<file path="src/rtl/chd_pkg.sv">
package chd_pkg;

  localparam int XY_W     = 28;
  localparam int Z_W      = 27;
  localparam int H_W      = 21;
  localparam int ATAN_LEN = 24;

  typedef logic signed [XY_W-1:0] xy_t;
  typedef logic signed [Z_W-1:0]  ang_t;

  typedef struct packed {
    xy_t  x;
    xy_t  y;
    ang_t z;
    logic zero;
  } cordic_t;

  typedef struct packed {
    logic [16:0] heading;
    logic [8:0]  cand;
    logic        hold_last;
  } post_t;

  localparam ang_t DEG90_Q16  = ang_t'(90 * 65536);
  localparam ang_t DEG360_Q16 = ang_t'(360 * 65536);

  localparam logic signed [16:0] DECL_MAX   = 17'sd46080;
  localparam logic signed [16:0] DECL_RESET = -17'sd1963;
  localparam logic [4:0]         DB_RESET   = 5'd3;

  localparam logic [1:0] REG_OFFSET_X    = 2'd0;
  localparam logic [1:0] REG_OFFSET_Y    = 2'd1;
  localparam logic [1:0] REG_DECLINATION = 2'd2;
  localparam logic [1:0] REG_DEADBAND    = 2'd3;

  // floor(h*179/239) == (h*MAP_RECIP) >> MAP_SHIFT for h in 0..360
  localparam logic [19:0] MAP_RECIP = 20'd785336;
  localparam int          MAP_SHIFT = 20;
  localparam logic [8:0]  SEG_START = 9'd240;
  localparam logic [8:0]  SEG_BASE  = 9'd180;

  function automatic ang_t atan_deg_q16(input int unsigned i);
    ang_t r;
    case (i)
      0:       r = ang_t'(2949120);
      1:       r = ang_t'(1740967);
      2:       r = ang_t'(919879);
      3:       r = ang_t'(466945);
      4:       r = ang_t'(234379);
      5:       r = ang_t'(117304);
      6:       r = ang_t'(58666);
      7:       r = ang_t'(29335);
      8:       r = ang_t'(14668);
      9:       r = ang_t'(7334);
      10:      r = ang_t'(3667);
      11:      r = ang_t'(1833);
      12:      r = ang_t'(917);
      13:      r = ang_t'(458);
      14:      r = ang_t'(229);
      15:      r = ang_t'(115);
      16:      r = ang_t'(57);
      17:      r = ang_t'(29);
      18:      r = ang_t'(14);
      19:      r = ang_t'(7);
      20:      r = ang_t'(4);
      21:      r = ang_t'(2);
      22:      r = ang_t'(1);
      default: r = '0;
    endcase
    return r;
  endfunction

endpackage

</file>
<file path="src/rtl/chd_cordic_cell.sv">
module chd_cordic_cell #(
  parameter int unsigned IDX = 0
) (
  input  logic             clk,
  input  logic             rst_n,
  input  logic             in_valid,
  output logic             in_ready,
  input  chd_pkg::cordic_t in_data,
  output logic             out_valid,
  input  logic             out_ready,
  output chd_pkg::cordic_t out_data
);

  localparam chd_pkg::ang_t ATAN = chd_pkg::atan_deg_q16(IDX);

  logic             valid_r;
  chd_pkg::cordic_t data_r;
  chd_pkg::cordic_t data_nxt;
  chd_pkg::xy_t     xs;
  chd_pkg::xy_t     ys;

  assign xs = in_data.x >>> IDX;
  assign ys = in_data.y >>> IDX;

  always_comb begin
    data_nxt = in_data;
    if (in_data.y > 0) begin
      data_nxt.x = in_data.x + ys;
      data_nxt.y = in_data.y - xs;
      data_nxt.z = in_data.z + ATAN;
    end else begin
      data_nxt.x = in_data.x - ys;
      data_nxt.y = in_data.y + xs;
      data_nxt.z = in_data.z - ATAN;
    end
  end

  assign in_ready  = !valid_r || out_ready;
  assign out_valid = valid_r;
  assign out_data  = data_r;

  always_ff @(posedge clk) begin
    if (!rst_n) begin
      valid_r <= 1'b0;
    end else if (in_ready) begin
      valid_r <= in_valid;
    end
  end

  always_ff @(posedge clk) begin
    if (in_ready && in_valid) begin
      data_r <= data_nxt;
    end
  end

endmodule

</file>
<file path="config.mk">
export PLATFORM = sky130hd
export DESIGN_NAME = chd_cordic_cell
export DESIGN_NICKNAME = d
export VERILOG_FILES = /design/src/rtl/chd_pkg.sv /design/src/rtl/chd_cordic_cell.sv
export SDC_FILE = /design/constraint.sdc
export NUM_CORES = 1
export LEC_CHECK = 0
export ABC_AREA = 1
export BUFFER_PORTS_ARGS = -buffer_cell sky130_fd_sc_hd__clkbuf_2
export CAP_MARGIN = 10
export CELL_PAD_IN_SITES_DETAIL_PLACEMENT = 0
export CELL_PAD_IN_SITES_GLOBAL_PLACEMENT = 2
export CORE_MARGIN = 4
export CORE_UTILIZATION = 31
export DETAILED_ROUTE_END_ITERATION = 6
export PLACE_DENSITY_LB_ADDON = 0.1
export SYNTH_ARGS = -nofsm -noshare
export SYNTH_HDL_FRONTEND = slang
export SYNTH_SLANG_ARGS = --single-unit
export TNS_END_PERCENT = 1
</file>
<file path="constraint.sdc">
create_clock -name clk -period 5.93 [get_ports clk]
set_clock_uncertainty 0.05 [all_clocks]
set_input_delay 0.593 -clock clk [delete_from_list [all_inputs] [get_ports clk]]
set_output_delay 0.593 -clock clk [all_outputs]
set_load 0.05 [all_outputs]
</file>
==> results of run 1 <==
layout make-up:
class | instances | area [um2] | share of cell area [%]
Clock buffer | 9 | 225 | 2.02
Clock inverter | 7 | 63.8 | 0.571
Inverter | 276 | 1040 | 9.28
Multi-Input combinational cell | 1080 | 5950 | 53.3
Sequential cell | 84 | 2510 | 22.5
Tap cell | 396 | 495 | 4.44
Timing Repair Buffer | 176 | 888 | 7.95
cell usage in the layout (no fill, tap or decap), types with 28 or more instances in the layout:
master,netlist,routed
a21oi_1,67,66
clkbuf_2,0,173
edfxtp_1,83,83
ha_1,90,90
inv_1,266,266
nand2_1,493,493
nand3_1,136,136
nand4_1,30,30
nor2_1,71,71
nor2_2,28,28
o21ai_0,35,35
xor2_1,29,29
worst register-to-register path, delay by kind of cell (launching register included):
family	cells	cell delay [ns]
AO/OA/AOI/OAI	1	0.14
buffers and inverters	1	0.81
flip-flops	1	0.35
worst max-delay path by stage:
stage	start	end	slack, ns
finish	in_data[29]	out_data[25]$_DFFE_PP_	2.52
global route	in_data[29]	out_data[24]$_DFFE_PP_	2.29
CTS	in_data[29]	out_data[25]$_DFFE_PP_	2.54
detailed placement	in_data[29]	out_data[25]$_DFFE_PP_	2.15
global placement	in_data[29]	out_data[25]$_DFFE_PP_	2.21
floorplan	in_valid	out_data[0]$_DFFE_PP_	0.68
routing by layer:
metal / vias up / global-route usage [%] / wire (um)
li1: 4944 / - / -
met4: 0 / 4.58 / 535
met3: 24 / 2.52 / 1380
met1: 4352 / 26.3 / 16100
met5: - / 0 / 0
met2: 229 / 35.2 / 16800
where the power goes:
part	total [mW]	switching (mW)	leakage (nW)	internal, mW
Combinational	1.08	0.794	5.08	0.288
Sequential	0.755	0.0160	0.815	0.739
Clock	0.570	0.276	0.136	0.294
sequential cells by signal (all words and copies together), names as in the netlist:
register,count
out_data,83
out_valid,1
through the flow:
| stage | instances | total power [mW] | utilization, % | hold slack, ns |
|---|---|---|---|---|
| global placement | 2012 | 1.86 | 35.2 | 0.495 |
| detailed placement | 2012 | 1.86 | 35.2 | 0.509 |
| floorplan | 1477 | 1.57 | - | 0.642 |
| global route | 2028 | 2.57 | 36.1 | 0.342 |
| CTS | 2028 | 2.45 | 36.1 | 0.332 |
| finish | 2028 | 2.41 | 36.1 | 0.350 |
logic make-up after synthesis:
family	share of synthesized area (%)
simple gates	37.0
compound gates	8.23
buf+inv	13.9
fa+ha+maj	12.3
xor+xnor	2.93
flops	25.6
==> flow_summary.toml, run 1 <==
[clock_tree]
cts_buffers = 9
clk-insertion-delay-late_ns = 0.36
clock-sinks = 84
hold_buffers = 0
cts_tree = "done"
ctsResizeCount = 0
path_clk_slew_ns = 0.07
root_buffer = "clkbuf_16"
cts-htree-levels = 3
post-cts-setup-buffers = 0
cts_buffer_depth = 2

[final_layout]
drive_gt1_share_pct = 17.3
diodes = 0
syn_to_final_growth_pct = 13.8
fin_area_mm2 = 0.0112
nets = 1809
fillCellCount = 3508

[timing]
hold_viol_final = 0
finalSetupViolCount = 0
drv_slew = 0
fmax_mhz = 293
tns_ns = 0
relSlewSlack_pct = 27.0
fin_crit_sh_pct = 57.5
fin_crit_ns = 3.41
tightest_slew_ns = 1.10
setup_ws_ns = 2.52
rsz0062_at_grt = "false"

[worst_setup_path]
crit_fanout = 64
crit_chain = "clkbuf_2 > inv_1 > nand3_1 > nor3_2 > nand3_2 > nand2_4 > buf_4 > ha_1 > nand2_1 > o21ai_0 > a21oi_1 > o21ai_0 > xor2_1"
cp_num_buf_inv = 3
ff2ff_setup_slack_ns = 4.12
ff2ff_path_depth = 2
critPathLaunchType = "primary input"
critical_path.top_delay_family = "buffers and inverters"
critical_path_cell_count = 13
cp.required_ns = 5.99
slowest_delay_ns = 0.62
regToRegStartpoint = "out_valid$_SDFFE_PN0N_"
timing.rr.end = "out_data[46]$_DFFE_PP_"
path_class = "primary input to register"
crit_arrival_ns = 3.47
cpMostUsedCell = "o21ai_0"
slowest_stage = "buf_4"
crit_path_end_kind = "register"

[logic_synthesis]
synthDominantCellAreaShare_pct = 25.4
synth_nets = 1659
yosysSeqAreaShare_pct = 25.6
synth_ff_type = "edfxtp_1"
synth.avg_cell_area_um2 = 6.65
synthCells = 1477
yosys_warnings = 0
synth_area_leaders = "edfxtp_1, nand2_1, ha_1, inv_1, nand3_1"
synth_top_area_cell = "edfxtp_1"
netlist_area_mm2 = 0.00982
synth-seq-cells = 84
async_reset_ff_share_pct = 0
yosys-top-cells-count = "nand2_1, inv_1, nand3_1"
post-synth-top-count-cell = "nand2_1"
ys_types = 43
synth_edf_count = 83

[floorplanning]
dieArea_mm2 = 0.0346
num_rows = 64
fp.dieW_um = 186
start_util_pct = 31.8
die_h_um = 186
core-area_mm2 = 0.0309
io_pins = 174

[grt]
grt-ovfl-total = 0
grt_max_degree = 84
grt_pass1_wl_um = 52900
gr-usage-all-layers_pct = 20.1
grt_pass1_vias = 9519
grt_antenna_before_repair = 0

[hold_path]
holdCritStartpoint = "in_data[16]"
hold_depth = 1
min_path_type = "primary input to register"
whs_endpoint = "out_data[16]$_DFFE_PP_"

[detailed_routing]
avgViaCountPerCell = 4.71
drt.antenna.violating_nets = 0
vias = 9549
wl_per_cell_um = 17.2
drt_first_iter_violations = 451
drtPass1Iterations = 5
route.detailed.drc = 0
wirelength_um = 34800

[placement]
finalWeightedCongestion = 0.885
place_area_mm2 = 0.0109
portBuffers = 173
pre_cts_ws_ns = 2.15
place_hpwl_um = 29400

[power_and_ir_drop]
power.density_mw_per_mm2 = 216
p_leak_nw = 6.03
irDropWorstVdd_mv = 0.138

[run_status]
status = "complete, no violations"

[job]
max_cap_viol_count = 0
No activity file was read; power rests on OpenSTA's default activity.
==> inputs of run 2 (changes only) <==
CORE_UTILIZATION = 28   (was 31)
clock period = 2.9 ns   (was 5.93 ns; I/O delays follow)
==> flow_summary.toml, run 2 (synthesis results as in run 1) <==
[run_status]
status = "complete, no violations"

[clock_tree]
ctsResizeCount = 0
cts-htree-levels = 3
clk-insertion-delay-late_ns = 0.38
root_buffer = "clkbuf_16"
clock-sinks = 84
path_clk_slew_ns = 0.07
cts_buffers = 9
cts_tree = "done"
cts_buffer_depth = 2
hold_buffers = 0
post-cts-setup-buffers = 0

[final_layout]
regArea_mm2 = 0.00251
syn_to_final_growth_pct = 17.8
fin_area_mm2 = 0.0116
drive_gt1_share_pct = 19.2
final_cells = 2125
fillCellCount = 3938
nets = 1847
multiInputGateArea_mm2 = 0.00595
final_common_cell = "nand2_1"
largest_reg_flops = 83
most-common-layout-cells = "nand2_1, inv_1, clkbuf_2"
diodes = 0

[floorplanning]
die_h_um = 195
num_rows = 68
core-area_mm2 = 0.0345
dieArea_mm2 = 0.0381
fp.dieW_um = 195
start_util_pct = 28.4
io_pins = 174

[detailed_routing]
wl_per_cell_um = 17.5
vias = 9613
drtPass1Iterations = 5
avgViaCountPerCell = 4.52
route.detailed.drc = 0
drt.antenna.violating_nets = 0
drt_first_iter_violations = 394
wirelength_um = 37300

[worst_setup_path]
regToRegStartpoint = "out_valid$_SDFFE_PN0N_"
crit_fanout = 5
cpMostUsedCell = "nand2_1"
cp.required_ns = 2.99
slowest_delay_ns = 0.31
path_class = "primary input to register"
ff2ff_path_depth = 2
crit_arrival_ns = 2.43
timing.rr.end = "out_data[44]$_DFFE_PP_"
slowest_stage = "ha_1"
crit_chain = "clkbuf_2 > inv_1 > nand4_1 > nor3_2 > nand3_2 > nand2_4 > inv_2 > ha_1 > nand2_1 > o21ai_0 > nand2_1 > nand2_1 > nand2_1 > a21oi_1 > nor2_1 > nand2_1 > nand2_1"
critPathLaunchType = "primary input"
ff2ff_setup_slack_ns = 1.43
crit_path_end_kind = "register"

[job]
max_cap_viol_count = 0

[power_and_ir_drop]
pwr-share-clk_pct = 25.2
power_frac_comb_pct = 44.7
power.share.sequential_pct = 30.1
p_leak_nw = 6.24
swShare_pct = 44.6
power.density_mw_per_mm2 = 444
p_switching_mw = 2.29
internal_power_mw = 2.85
irDropWorstVdd_mv = 0.540

[grt]
grt_antenna_before_repair = 0
grt-ovfl-total = 0
grt_pass1_wl_um = 57200
grt_max_degree = 58
gr-usage-all-layers_pct = 19.7
grt_pass1_vias = 10000

[hold_path]
holdCritStartpoint = "in_data[12]"
whs_endpoint = "out_data[12]$_DFFE_PP_"
hold_depth = 1
min_path_type = "primary input to register"

[timing]
tightest_slew_ns = 0.695
fmax_mhz = 427
hold_viol_final = 0
relSlewSlack_pct = 53.7
tns_ns = 0
fin_crit_ns = 2.34
fin_crit_sh_pct = 80.7
finalSetupViolCount = 0
drv_slew = 0
rsz0062_at_grt = "false"

[placement]
finalWeightedCongestion = 0.868
dp_cells = 2109
portBuffers = 173
place_area_mm2 = 0.0113
place_hpwl_um = 31900
==> run 2: cell types whose count changed in the layout (fill, tap and decap cells not counted) <==
cell,change
buf_12,+1
bufinv_16,+1
clkinv_4,-1
inv_8,+1
clkinvlp_4,-1
buf_4,+37
==> run 2: power groups by stage <==
stage               clock [mW]  sequential (mW)  combinational [mW]
floorplan                    0             2.01                1.20
global placement             0             1.58                2.32
detailed placement           0             1.58                2.32
CTS                       1.36             1.55                2.33
global route              1.40             1.56                2.54
finish                    1.30             1.55                2.30
==> run 2: critical path, delay by kind of cell <==
kind                       cells  cell delay (ns)
and+or+nand+nor               11             1.19
AOI/OAI and AO/OA              2             0.37
adders and majority gates      1             0.31
buffers and inverters          3             0.25
==> run 2: per-stage QoR <==
stage,utilization (%),hold WS (ns),power [mW],setup WS [ns]
floorplan,-,0.339,3.21,0.372
global placement,32.6,0.417,3.90,0.0787
detailed placement,32.6,0.419,3.90,0.0928
CTS,33.5,0.00448,5.24,0.524
global route,33.5,0.00676,5.51,0.300
finish,33.5,0.0304,5.14,0.559
==> run 2: metal layers <==
layer	track usage, %	up-vias	part of all wire [%]
li1	-	5009	-
met2	34.2	195	48
met4	5.79	0	2.2
met5	0	-	0
met3	2.93	34	3.6
met1	25.3	4375	46
==> run 2: layout make-up <==
| cell class | instances | area share [%] |
|---|---|---|
| multi-input cells | 1080 | 51.4 |
| clock inverters | 7 | 0.768 |
| well taps | 455 | 4.92 |
| flip-flops and latches | 84 | 21.7 |
| clock buffers | 9 | 1.95 |
| repair buffers | 214 | 10.3 |
| inverters | 276 | 8.96 |
==> run 2: worst max path at each step <==
stage / start / endpoint / slack (ns) / cells past startpoint
floorplan: in_data[29] / out_data[24]$_DFFE_PP_ / 0.37 / 17
global placement: in_data[51] / out_data[24]$_DFFE_PP_ / 0.08 / 17
detailed placement: in_data[51] / out_data[25]$_DFFE_PP_ / 0.09 / 13
CTS: in_data[51] / out_data[25]$_DFFE_PP_ / 0.52 / 13
global route: in_data[51] / out_data[25]$_DFFE_PP_ / 0.30 / 13
finish: in_data[50] / out_data[24]$_DFFE_PP_ / 0.56 / 17
