--- config.mk ---
export PLATFORM = sky130hd
export DESIGN_NAME = chd_post
export DESIGN_NICKNAME = d
export VERILOG_FILES = /design/src/rtl/chd_pkg.sv /design/src/rtl/chd_post.sv
export SDC_FILE = /design/constraint.sdc
export NUM_CORES = 1
export LEC_CHECK = 0
export BUFFER_PORTS_ARGS = -buffer_cell sky130_fd_sc_hd__buf_4
export CAP_MARGIN = 20
export CORE_MARGIN = 2
export CORE_UTILIZATION = 40
export CTS_BUF_LIST = sky130_fd_sc_hd__clkbuf_4 sky130_fd_sc_hd__clkbuf_8
export CTS_CLUSTER_DIAMETER = 80
export DETAILED_ROUTE_END_ITERATION = 8
export SLEW_MARGIN = 20
export SYNTH_ARGS = -nofsm -noshare
export SYNTH_HDL_FRONTEND = slang
export SYNTH_SLANG_ARGS = --single-unit
--- constraint.sdc ---
create_clock -name clk -period 7.5 [get_ports clk]
set_input_delay 0.375 -clock clk [delete_from_list [all_inputs] [get_ports clk]]
set_output_delay 0.375 -clock clk [all_outputs]
set_load 0.02 [all_outputs]
--- src/rtl/chd_pkg.sv ---
package chd_pkg;

  localparam int XY_W     = 28;
  localparam int Z_W      = 27;
  localparam int H_W      = 21;
  localparam int ATAN_LEN = 24;

  typedef logic signed [XY_W-1:0] xy_t;
  typedef logic signed [Z_W-1:0]  ang_t;

  typedef struct packed {
    xy_t  x;
    xy_t  y;
    ang_t z;
    logic zero;
  } cordic_t;

  typedef struct packed {
    logic [16:0] heading;
    logic [8:0]  cand;
    logic        hold_last;
  } post_t;

  localparam ang_t DEG90_Q16  = ang_t'(90 * 65536);
  localparam ang_t DEG360_Q16 = ang_t'(360 * 65536);

  localparam logic signed [16:0] DECL_MAX   = 17'sd46080;
  localparam logic signed [16:0] DECL_RESET = -17'sd1963;
  localparam logic [4:0]         DB_RESET   = 5'd3;

  localparam logic [1:0] REG_OFFSET_X    = 2'd0;
  localparam logic [1:0] REG_OFFSET_Y    = 2'd1;
  localparam logic [1:0] REG_DECLINATION = 2'd2;
  localparam logic [1:0] REG_DEADBAND    = 2'd3;

  // floor(h*179/239) == (h*MAP_RECIP) >> MAP_SHIFT for h in 0..360
  localparam logic [19:0] MAP_RECIP = 20'd785336;
  localparam int          MAP_SHIFT = 20;
  localparam logic [8:0]  SEG_START = 9'd240;
  localparam logic [8:0]  SEG_BASE  = 9'd180;

  function automatic ang_t atan_deg_q16(input int unsigned i);
    ang_t r;
    case (i)
      0:       r = ang_t'(2949120);
      1:       r = ang_t'(1740967);
      2:       r = ang_t'(919879);
      3:       r = ang_t'(466945);
      4:       r = ang_t'(234379);
      5:       r = ang_t'(117304);
      6:       r = ang_t'(58666);
      7:       r = ang_t'(29335);
      8:       r = ang_t'(14668);
      9:       r = ang_t'(7334);
      10:      r = ang_t'(3667);
      11:      r = ang_t'(1833);
      12:      r = ang_t'(917);
      13:      r = ang_t'(458);
      14:      r = ang_t'(229);
      15:      r = ang_t'(115);
      16:      r = ang_t'(57);
      17:      r = ang_t'(29);
      18:      r = ang_t'(14);
      19:      r = ang_t'(7);
      20:      r = ang_t'(4);
      21:      r = ang_t'(2);
      22:      r = ang_t'(1);
      default: r = '0;
    endcase
    return r;
  endfunction

endpackage

--- src/rtl/chd_post.sv ---
module chd_post #(
  parameter int unsigned FRAC_BITS = 8
) (
  input  logic             clk,
  input  logic             rst_n,
  input  logic             in_valid,
  output logic             in_ready,
  input  chd_pkg::cordic_t in_data,
  input  chd_pkg::ang_t    dec_q16,
  output logic             out_valid,
  input  logic             out_ready,
  output chd_pkg::post_t   out_data
);

  localparam int unsigned   SHIFT = 16 - FRAC_BITS;
  localparam chd_pkg::ang_t HALF  = chd_pkg::ang_t'(1 << (15 - FRAC_BITS));
  localparam chd_pkg::ang_t MAXH  = chd_pkg::ang_t'(360 << FRAC_BITS);

  logic v1_r, v2_r, v3_r;
  logic rdy1, rdy2, rdy3;

  // stage 1: declination and wrap
  chd_pkg::ang_t sum_w;
  chd_pkg::ang_t wrap_w;
  chd_pkg::ang_t h1_r;

  // stage 2: round to output format and clamp
  chd_pkg::ang_t           rnd_w;
  logic [chd_pkg::H_W-1:0] clamp_w;
  logic [16:0]             heading2_r;
  logic [8:0]              hd_r;

  // stage 3: correction map
  logic [28:0]    prod_w;
  logic [8:0]     lo_w;
  logic [8:0]     seg_w;
  logic [8:0]     hi_w;
  chd_pkg::post_t post_nxt;
  chd_pkg::post_t post_r;

  assign rdy3     = !v3_r || out_ready;
  assign rdy2     = !v2_r || rdy3;
  assign rdy1     = !v1_r || rdy2;
  assign in_ready = rdy1;

  always_comb begin
    sum_w = (in_data.zero ? '0 : in_data.z) + dec_q16;
    if (sum_w < 0) begin
      wrap_w = sum_w + chd_pkg::DEG360_Q16;
    end else if (sum_w > chd_pkg::DEG360_Q16) begin
      wrap_w = sum_w - chd_pkg::DEG360_Q16;
    end else begin
      wrap_w = sum_w;
    end
  end

  always_comb begin
    rnd_w = (h1_r + HALF) >>> SHIFT;
    if (rnd_w < 0) begin
      clamp_w = '0;
    end else if (rnd_w > MAXH) begin
      clamp_w = chd_pkg::H_W'(MAXH);
    end else begin
      clamp_w = chd_pkg::H_W'(rnd_w);
    end
  end

  always_comb begin
    prod_w             = 29'(hd_r) * 29'(chd_pkg::MAP_RECIP);
    lo_w               = 9'(prod_w >> chd_pkg::MAP_SHIFT);
    seg_w              = hd_r - chd_pkg::SEG_START;
    hi_w               = 9'((10'(seg_w) * 10'd3) >> 1) + chd_pkg::SEG_BASE;
    post_nxt.heading   = heading2_r;
    post_nxt.hold_last = (hd_r == 9'd0);
    post_nxt.cand      = (hd_r >= chd_pkg::SEG_START) ? hi_w : lo_w;
  end

  always_ff @(posedge clk) begin
    if (!rst_n) begin
      v1_r <= 1'b0;
      v2_r <= 1'b0;
      v3_r <= 1'b0;
    end else begin
      if (rdy1) v1_r <= in_valid;
      if (rdy2) v2_r <= v1_r;
      if (rdy3) v3_r <= v2_r;
    end
  end

  always_ff @(posedge clk) begin
    if (rdy1 && in_valid) begin
      h1_r <= wrap_w;
    end
    if (rdy2 && v1_r) begin
      heading2_r <= 17'(clamp_w);
      hd_r       <= 9'(clamp_w >> FRAC_BITS);
    end
    if (rdy3 && v2_r) begin
      post_r <= post_nxt;
    end
  end

  assign out_valid = v3_r;
  assign out_data  = post_r;

endmodule

==> qor.yml, run 1 <==
fp-row-count: 51
clk_latency_ns: 0.35
post_cts_resized: 0
crit_slowest_cell: "fa_1"
hold_path_startpoint: "rst_n"
wl_per_cell_um: 13.67
synth_cells: 859
layout_common_cells: "124 x inv_1, 90 x ha_1, 90 x buf_4"
synth-seq-cells: 67
drt-vias-per-instance: 5.101
synth_nets: 1122
synth.cell_area_sq_um: 8010
yosysWarningCount: 0
hold_path_end: "out_valid"
holdBufCountCts: 0
hold_viol: 0
cp.arrival_ns: 6.33
die_x_um: 145.5
layout-drive-gt1-share_pct: 12.46
cts.clk_slew.worst_paths_ns: 0.08
path_class: "register to register"
final_nets: 1205
cp_cell_sequence: "fa_1 -> inv_1 -> fa_1 -> inv_1 -> fa_1 -> inv_1 -> fa_1 -> inv_1 -> ha_1 -> a21oi_1 -> o21ai_0 -> a221o_1 -> a211oi_1 -> a21bo_2 -> and2_1 -> o31ai_1 -> a21boi_0 -> o21a_1 -> o31ai_1"
power_density_nw_per_um2: 397.2
timing.rr.end: "out_data[8]"
critical_path_required_ns: 7.68
initial_utilization_pct: 41.02
die_h_um: 145.5
cts_sinks: 67
antenna_cells: 0
setup_viol: 0
dr.first_iter.drc_count: 226
syn_to_final_growth_pct: 14.18
power.ir.vdd_worst_mv: 0.2840
critPathMaxFanout: 8
hold_path.class: "input port to register"
r2r-start: "heading2_r[11]"
synth-main-ff-cell: "edfxtp_1"
cts_tree: "built"
die-area_sq_um: 21170
tightestPinTransition_ns: 0.7070
rsz0062_at_grt: "no"
nFillCells: 1918
ios: 144
leakage_uw: 0.004081
layout_min_cycle_time_ns: 6.146
drc: 0
drv_cap: 0
report.final.slew_viol_count: 0
drt-total-wl_mm: 16.57
vias: 6183
grt.overflow.total: 0
slew_headroom_pct: 52.53
finClkSkew_ns: 0.008271
r2r_cells: 19
htreeDepth: 3
final_common_cell: "inv_1"
post-route-period-util_pct: 81.94
async_flop_share_pct: 0
root_buffer: "clkbuf_8"
final_cell_area_sq_um: 9146
io_buffer_count: 87
core_area_sq_um: 19530
grt_antenna_before_repair: 0
end_kind: "register"
synth_area_leaders: "edfxtp_1 24%, fa_1 14%, ha_1 14%"
track_usage_pct: 15.90
rrSetupSlack_ns: 1.35
slowest_delay_ns: 0.81
grt_pass1_vias: 6058
hpwl_mm: 14.04
synth_edf_count: 64
dr.pass1.iters: 7
synth_cell_types: 69
avgSynthCellArea_sq_um: 9.325
clk_path_buf_depth: 2
placed_cell_area_sq_um: 8956
grt_pass1_wl_mm: 28.18
grt_max_degree: 28
cp-start-kind: "register"
instances_no_fill: 1212
synth_top_area_cell: "edfxtp_1"
status: "finished, final reports clean"
gp_congestion: 0.8756
numCtsBuffers: 9
holdPathStages: 2
post_cts_buffers: 0
seq_area_frac_synth_pct: 24.74
max_freq_ghz: 0.1627
dp_cells: 1196
setup_tns_ns: 0
antenna_left: 0
synth.top_cell.area_share_pct: 23.99
## critical path: cells and delay by family (launching register included)
| family | cells | cell delay (ns) |
|---|---|---|
| AOI/OAI and AO/OA | 9 | 2.25 |
| buffers and inverters | 4 | 0.26 |
| DFF | 1 | 0.56 |
| adders and majority gates | 5 | 2.72 |
| and+or+nand+nor | 1 | 0.19 |
## synth_stat cells (23+ instances only)
cell	instances
a21oi_1	37
edfxtp_1	64
fa_1	58
ha_1	90
inv_1	124
nand2_1	50
nand3_1	28
nor2_1	48
nor2b_1	39
o21ai_0	30
xnor2_1	37
xor2_1	23
## power by group
part / total (uW) / switching, uW / internal, uW
logic: 2780 / 1540 / 1240
clock network: 277 / 152 / 125
registers: 579 / 55.3 / 523
total: 3630 / 1750 / 1880
## metrics by stage
step / hold WS, ns / power, uW / setup slack [ns] / utilization [%]
after global placement: 0.4038 / 3338 / 1.423 / 45.87
after global routing: 0.2285 / 4115 / 1.072 / 46.84
final: 0.2391 / 3633 / 1.354 / 46.84
after detailed placement: 0.4045 / 3372 / 1.327 / 45.87
after CTS: 0.2232 / 3680 / 1.298 / 46.80
after floorplan: 0.4003 / 2757 / 1.944 / -
## per-layer routing
layer  part of all wire (%)  global-route usage [%]
met5                      0                       0
met4                    1.9                   4.167
met3                    3.7                   2.226
met2                     49                   28.20
met1                     45                   20.41
## state kept, by name (all words and copies together) (netlist names)
| register | cells |
|---|---|
| out_valid | 1 |
| v1_r | 1 |
| heading2_r | 17 |
| h1_r | 20 |
| out_data | 27 |
| v2_r | 1 |
## cell type report
| class | instances | area (sq um) | share of cell area [%] |
|---|---|---|---|
| clock inverter | 7 | 57.56 | 0.6293 |
| clock buffer | 9 | 123.9 | 1.354 |
| inverter | 124 | 465.4 | 5.089 |
| tap | 265 | 331.6 | 3.625 |
| multi-input combinational | 650 | 5510 | 60.25 |
| timing repair buffer | 90 | 675.6 | 7.387 |
| sequential | 67 | 1982 | 21.67 |
## how the worst max path moves through the flow
stage	depth (start not counted)	startpoint	end	slack [ns]
after global placement	19	heading2_r[11]	out_data[8]	1.42
after detailed placement	19	heading2_r[11]	out_data[8]	1.33
after global routing	19	heading2_r[11]	out_data[8]	1.07
after floorplan	19	heading2_r[11]	out_data[8]	1.94
final	19	heading2_r[11]	out_data[8]	1.35
after CTS	19	heading2_r[11]	out_data[8]	1.30
## cell families after synthesis
kind of cell	count (synthesis)	share of synthesized area, %
mux	9	1.125
flops	67	24.74
compound gates	183	15.90
fa+ha+maj	148	28.55
simple gates	250	16.43
buf+inv	142	6.685
xor+xnor	60	6.560
No activity file was read; power rests on OpenSTA's default activity.
==> run 2: changes to the inputs <==
==> constraint.sdc (replaced) <==
create_clock -name clk -period 6.1 [get_ports clk]
set_input_delay 0.305 -clock clk [delete_from_list [all_inputs] [get_ports clk]]
set_output_delay 0.305 -clock clk [all_outputs]
set_load 0.02 [all_outputs]
==> run 2 against run 1 <==
Non-clock buffer count increased by 12. Count of clock-buffer cells in the layout increased by 1. First-iteration DRC count increased by 40%.
==> qor.yml, run 2 (synthesis results as in run 1) <==
status: "finished, final reports clean"
gp_congestion: 0.8606  # -1.7%
max_freq_ghz: 0.1759  # +8.1%
end_kind: "register"
antenna_left: 0  # unchanged
fin_util_pct: 47.31  # +0.47 points
grt_pass1_vias: 6092  # +0.56%
core_area_sq_um: 19530  # unchanged
die_h_um: 145.5  # unchanged
sw_frac_of_total_pct: 47.78  # -0.33 points
slew_headroom_pct: 52.64  # +0.11 points
post-route-period-util_pct: 93.18  # +11 points
vias: 6190  # +0.11%
layout_common_cells: "124 x inv_1, 102 x buf_4, 90 x ha_1"
final_nets: 1217  # +1.0%
grt_antenna_before_repair: 0  # unchanged
rsz0062_at_grt: "no"
nFillCells: 1933  # +0.78%
critPathMaxFanout: 5  # -3
hold_path.class: "input port to register"
setup_tns_ns: 0  # unchanged
dr.first_iter.drc_count: 316  # +40%
drc: 0  # unchanged
clk_latency_ns: 0.35  # about the same
critical_path_required_ns: 6.27  # -1.41 ns
crit_slowest_cell: "fa_1"
initial_utilization_pct: 41.02  # unchanged
hold_viol: 0  # unchanged
leakage_uw: 0.004133  # +1.3%
seqPwrFrac_pct: 15.4  # -0.5 points
drt-total-wl_mm: 16.63  # +0.37%
power.ir.vdd_worst_mv: 0.3187  # +12%
layout-drive-gt1-share_pct: 13.56  # +1.1 points
finClkSkew_ns: 0.006275  # -0.001995 ns
setup_viol: 0  # unchanged
report.final.slew_viol_count: 0  # unchanged
post_cts_buffers: 0  # unchanged
die_x_um: 145.5  # unchanged
dp_cells: 1208  # +1.0%
tightestPinTransition_ns: 0.7053  # -0.001650 ns
cp-start-kind: "register"
clk_path_buf_depth: 2  # unchanged
finalPower_uw: 4507  # +24%
fp-row-count: 51  # unchanged
cts_tree: "built"
hold_ws_ns: 0.1674  # -0.07172 ns
p_switching_uw: 2154  # +23%
htreeDepth: 3  # unchanged
antenna_cells: 0  # unchanged
drt-vias-per-instance: 5.057  # -0.87%
cts_sinks: 67  # unchanged
power_density_nw_per_um2: 487.9  # +23%
numCtsBuffers: 9  # unchanged
final_common_cell: "inv_1"
p_comb_share_pct: 77.1  # +0.7 points
io_buffer_count: 87  # unchanged
slowest_delay_ns: 0.77  # -0.04 ns
grt_pass1_wl_mm: 28.19  # about the same
layout_min_cycle_time_ns: 5.684  # -0.4613 ns
wl_per_cell_um: 13.59  # -0.61%
root_buffer: "clkbuf_8"
dr.pass1.iters: 4  # -3
cp_cell_sequence: "fa_1 -> inv_1 -> fa_1 -> fa_1 -> fa_1 -> inv_1 -> ha_1 -> a21oi_1 -> o21ai_0 -> a221o_1 -> a211oi_1 -> a21bo_2 -> and2_1 -> o31ai_1 -> buf_4 -> a21boi_0 -> o21a_1 -> o31ai_1"
holdBufCountCts: 0  # unchanged
drv_cap: 0  # unchanged
hpwl_mm: 14.17  # +0.88%
post_cts_resized: 0  # unchanged
largest_reg_flops: 27  # unchanged
multi_input_area_sq_um: 5510  # unchanged
grt.overflow.total: 0  # unchanged
cts.clk_slew.worst_paths_ns: 0.07  # about the same
critPathMostFrequentCell: "fa_1"
ios: 144  # unchanged
instances_no_fill: 1224  # +0.99%
syn_to_final_growth_pct: 15.32
regArea_sq_um: 1982  # unchanged
die-area_sq_um: 21170  # unchanged
p_clk_share_pct: 7.5  # about the same
internal_power_uw: 2353  # +25%
path_class: "register to register"
grt_max_degree: 28  # unchanged
cp.arrival_ns: 5.86  # -0.47 ns
track_usage_pct: 16.00  # +0.10 points
## run 2: cell types whose count changed in the layout (fill, tap and decap cells not counted), sizes merged
cell,delta
buf,+12
clkbuf,+1
inv,-3
clkinvlp,+1
clkinv,+1
## run 2: layout make-up
| cell class | instances | area share [%] |
|---|---|---|
| multi-input combinational | 650 | 59.65 |
| inverter | 124 | 5.039 |
| clock buffer | 10 | 1.422 |
| timing repair buffer | 102 | 8.289 |
| clock inverter | 6 | 0.5553 |
| tap | 265 | 3.589 |
| sequential | 67 | 21.45 |
## run 2: critical path: cells and delay by family (launching register included)
kind,cells,cell delay (ns)
and+or+nand+nor,1,0.20
buffers and inverters,3,0.37
AOI/OAI and AO/OA,9,1.84
DFF,1,0.42
adders and majority gates,5,2.66
## run 2: final timing paths
| path | startpoint | end | slack (ns) | depth (start not counted) |
|---|---|---|---|---|
| worst max-delay path | heading2_r[14] | out_data[8] | 0.42 | 18 |
| worst min-delay path | rst_n | out_valid | 0.17 | 2 |
| worst max register to register | heading2_r[14] | out_data[8] | 0.42 | 18 |
| worst min register to register | heading2_r[7] | out_data[17] | 0.42 | 0 |
## run 2: power groups by stage
stage,clock network [uW],logic [uW],registers (uW)
floorplan,0,2660,732
global placement,0,3450,705
detailed placement,0,3480,706
CTS,352,3510,695
global route,370,3990,705
finish,339,3470,695
## run 2: routing by layer
metal | share of wire, % | vias up | wire [um] | GRT usage, %
li1 | - | 3207 | - | -
met1 | 44 | 2827 | 7399 | 20.16
met2 | 50 | 137 | 8306 | 29.03
met3 | 3.8 | 19 | 640 | 1.944
met4 | 1.7 | 0 | 284 | 4.265
met5 | 0 | - | 0 | 0
## run 2: metrics by stage
| step | area (sq um) | setup WS, ns |
|---|---|---|
| floorplan | 8010 | 0.5445 |
| detailed placement | 9046 | 0.4101 |
| global route | 9238 | 0.09703 |
| global placement | 9046 | 0.5058 |
| CTS | 9229 | 0.3815 |
| finish | 9238 | 0.4157 |
==> run 3: changes to the inputs <==
--- a/config.mk
+++ b/config.mk
@@ -9,7 +9,7 @@
 export CAP_MARGIN = 20
 export CORE_MARGIN = 2
 export CORE_UTILIZATION = 40
-export CTS_BUF_LIST = sky130_fd_sc_hd__clkbuf_4 sky130_fd_sc_hd__clkbuf_8
+export CTS_BUF_LIST = sky130_fd_sc_hd__clkbuf_8 sky130_fd_sc_hd__clkbuf_16
 export CTS_CLUSTER_DIAMETER = 80
 export DETAILED_ROUTE_END_ITERATION = 8
 export SLEW_MARGIN = 20
==> constraint.sdc (replaced) <==
create_clock -name clk -period 6.1 [get_ports clk]
set_input_delay 1.525 -clock clk [delete_from_list [all_inputs] [get_ports clk]]
set_output_delay 1.525 -clock clk [all_outputs]
set_load 0.02 [all_outputs]
==> run 3 against run 2 <==
Die area unchanged. Non-clock buffer count increased by 4. Largest cell class unchanged. Via count increased by 0.86%. First-iteration DRC count decreased by 17%. Register-to-register slack got worse by 0.07 ns. Cell count increased by 0.33%. Sequential share of layout area decreased by 0.35 points. Fmax decreased by 1.3%. Cell area increased by 1.7%. Worst setup slack got worse by 0.073 ns. Sequential power about the same.
==> qor.yml, run 3 (synthesis results as in run 1) <==
status: "finished, final reports clean"
slew_headroom_pct: 51.44  # -1.2 points
drv_cap: 0  # unchanged
final_nets: 1221  # +0.33%
die_h_um: 145.5  # unchanged
track_usage_pct: 16.45  # +0.44 points
power_density_nw_per_um2: 499.3  # +2.3%
cp-start-kind: "register"
tightestPinTransition_ns: 0.7231  # +0.01782 ns
max_freq_ghz: 0.1737  # -1.3%
cts_sinks: 67  # unchanged
final_common_cell: "inv_1"
crit_slowest_cell: "fa_1"
htreeDepth: 3  # unchanged
critical_path_required_ns: 6.26  # about the same
setup_viol: 0  # unchanged
slowest_delay_ns: 0.52  # -0.25 ns
layout-drive-gt1-share_pct: 13.91  # +0.36 points
drc: 0  # unchanged
gp_congestion: 0.8858  # +2.9%
die_x_um: 145.5  # unchanged
cp_top_family: "adder cells"
wl_per_cell_um: 13.79  # +1.5%
post_cts_resized: 0  # unchanged
hold_viol: 0  # unchanged
dr.pass1.iters: 4  # unchanged
antenna_left: 0  # unchanged
layout_common_cells: "124 x inv_1, 106 x buf_4, 90 x ha_1"
grt.overflow.total: 0  # unchanged
critPathMaxFanout: 6  # +1
dp_slack_ns: 0.3464  # -0.06372 ns
vias: 6243  # +0.86%
ios: 144  # unchanged
hpwl_mm: 14.31  # +0.99%
cts.clk_slew.worst_paths_ns: 0.06  # about the same
grt_antenna_before_repair: 0  # unchanged
report.final.slew_viol_count: 0  # unchanged
fp-row-count: 51  # unchanged
holdPathStages: 0  # -2
post-route-period-util_pct: 94.38  # +1.2 points
drt-total-wl_mm: 16.93  # +1.8%
crit_cells: 22  # +4
die-area_sq_um: 21170  # unchanged
finClkSkew_ns: 0.005714  # -0.0005615 ns
cp_cell_sequence: "buf_4 -> inv_1 -> ha_1 -> inv_1 -> fa_1 -> inv_1 -> fa_1 -> inv_1 -> fa_1 -> inv_1 -> ha_1 -> a21oi_1 -> o21ai_0 -> a221o_1 -> a211oi_1 -> a21bo_2 -> and2_1 -> o31ai_1 -> buf_4 -> a21boi_0 -> o21a_1 -> o31ai_1"
numCtsBuffers: 9  # unchanged
largest_reg_flops: 27  # unchanged
grt_pass1_wl_mm: 28.78  # +2.1%
power.ir.vdd_worst_mv: 0.3814  # +20%
path_buf_inv: 7  # +4
grt_max_degree: 28  # unchanged
rsz0062_at_grt: "no"
end_kind: "register"
syn_to_final_growth_pct: 17.26
clk_latency_ns: 0.34  # about the same
fin_util_pct: 48.10  # +0.79 points
io_buffer_count: 87  # unchanged
critPathMostFrequentCell: "inv_1"
grt_pass1_vias: 6086  # -0.098%
drt-vias-per-instance: 5.084  # +0.53%
initial_utilization_pct: 41.02  # unchanged
layout_min_cycle_time_ns: 5.757  # +0.07291 ns
leakage_uw: 0.004213  # +1.9%
antenna_cells: 0  # unchanged
clk_path_buf_depth: 2  # unchanged
holdBufCountCts: 0  # unchanged
setup_tns_ns: 0  # unchanged
dr.first_iter.drc_count: 261  # -17%
core_area_sq_um: 19530  # unchanged
hold_path.class: "register to register"
r2r_cells: 22  # +4
path_class: "register to register"
cp.arrival_ns: 5.91  # +0.05 ns
timing.final.ws_setup_ns: 0.3428  # -0.07291 ns
post_cts_buffers: 0  # unchanged
root_buffer: "clkbuf_16"
cts_tree: "built"
[run 3: changes by cell type in the layout (fill, tap and decap cells not counted)]
cell and delta:
buf_4 +4, bufinv_16 +1, clkbuf_16 +9, clkbuf_4 -1, clkbuf_8 -9, clkinv_4 -2
clkinvlp_4 -1, inv_6 +3
[run 3: report_power, final]
part           switching [uW]  internal, uW  leakage, uW  total (uW)
logic                    1900          1550      0.00346        3450
registers                52.9           644     0.000612         697
clock network             215           323     0.000145         539
[run 3: per-stage QoR]
stage               std cells  instance area, sq um  total power, uW  hold slack, ns
finish                   1228                  9393             4690          0.4209
global route             1228                  9393             5259          0.4304
CTS                      1228                  9384             4746          0.4205
detailed placement       1212                  9076             4171          0.4056
global placement         1212                  9076             4147          0.4037
floorplan                 859                  8010             3390          0.4003
[run 3: path summary, 6_finish.rpt]
kind	start	endpoint	slack, ns
max reg2reg	heading2_r[14]	out_data[8]	0.34
max	heading2_r[14]	out_data[8]	0.34
min reg2reg	heading2_r[1]	out_data[11]	0.42
min	heading2_r[1]	out_data[11]	0.42
[run 3: area by class of cell]
class / instances / area [sq um]
flip-flops and latches: 67 / 1982
fillers: 1901 / 10130
multi-input cells: 650 / 5510
clock buffers: 9 / 225.2
well taps: 265 / 331.6
inverters: 124 / 465.4
clock inverters: 7 / 82.58
repair buffers: 106 / 795.8
[run 3: layer usage]
metal | GRT usage, % | wire (um) | vias up
li1 | - | - | 3222
met1 | 20.56 | 7554 | 2893
met2 | 30.05 | 8579 | 112
met3 | 1.755 | 548 | 16
met4 | 4.706 | 247 | 0
met5 | 0 | 0 | -
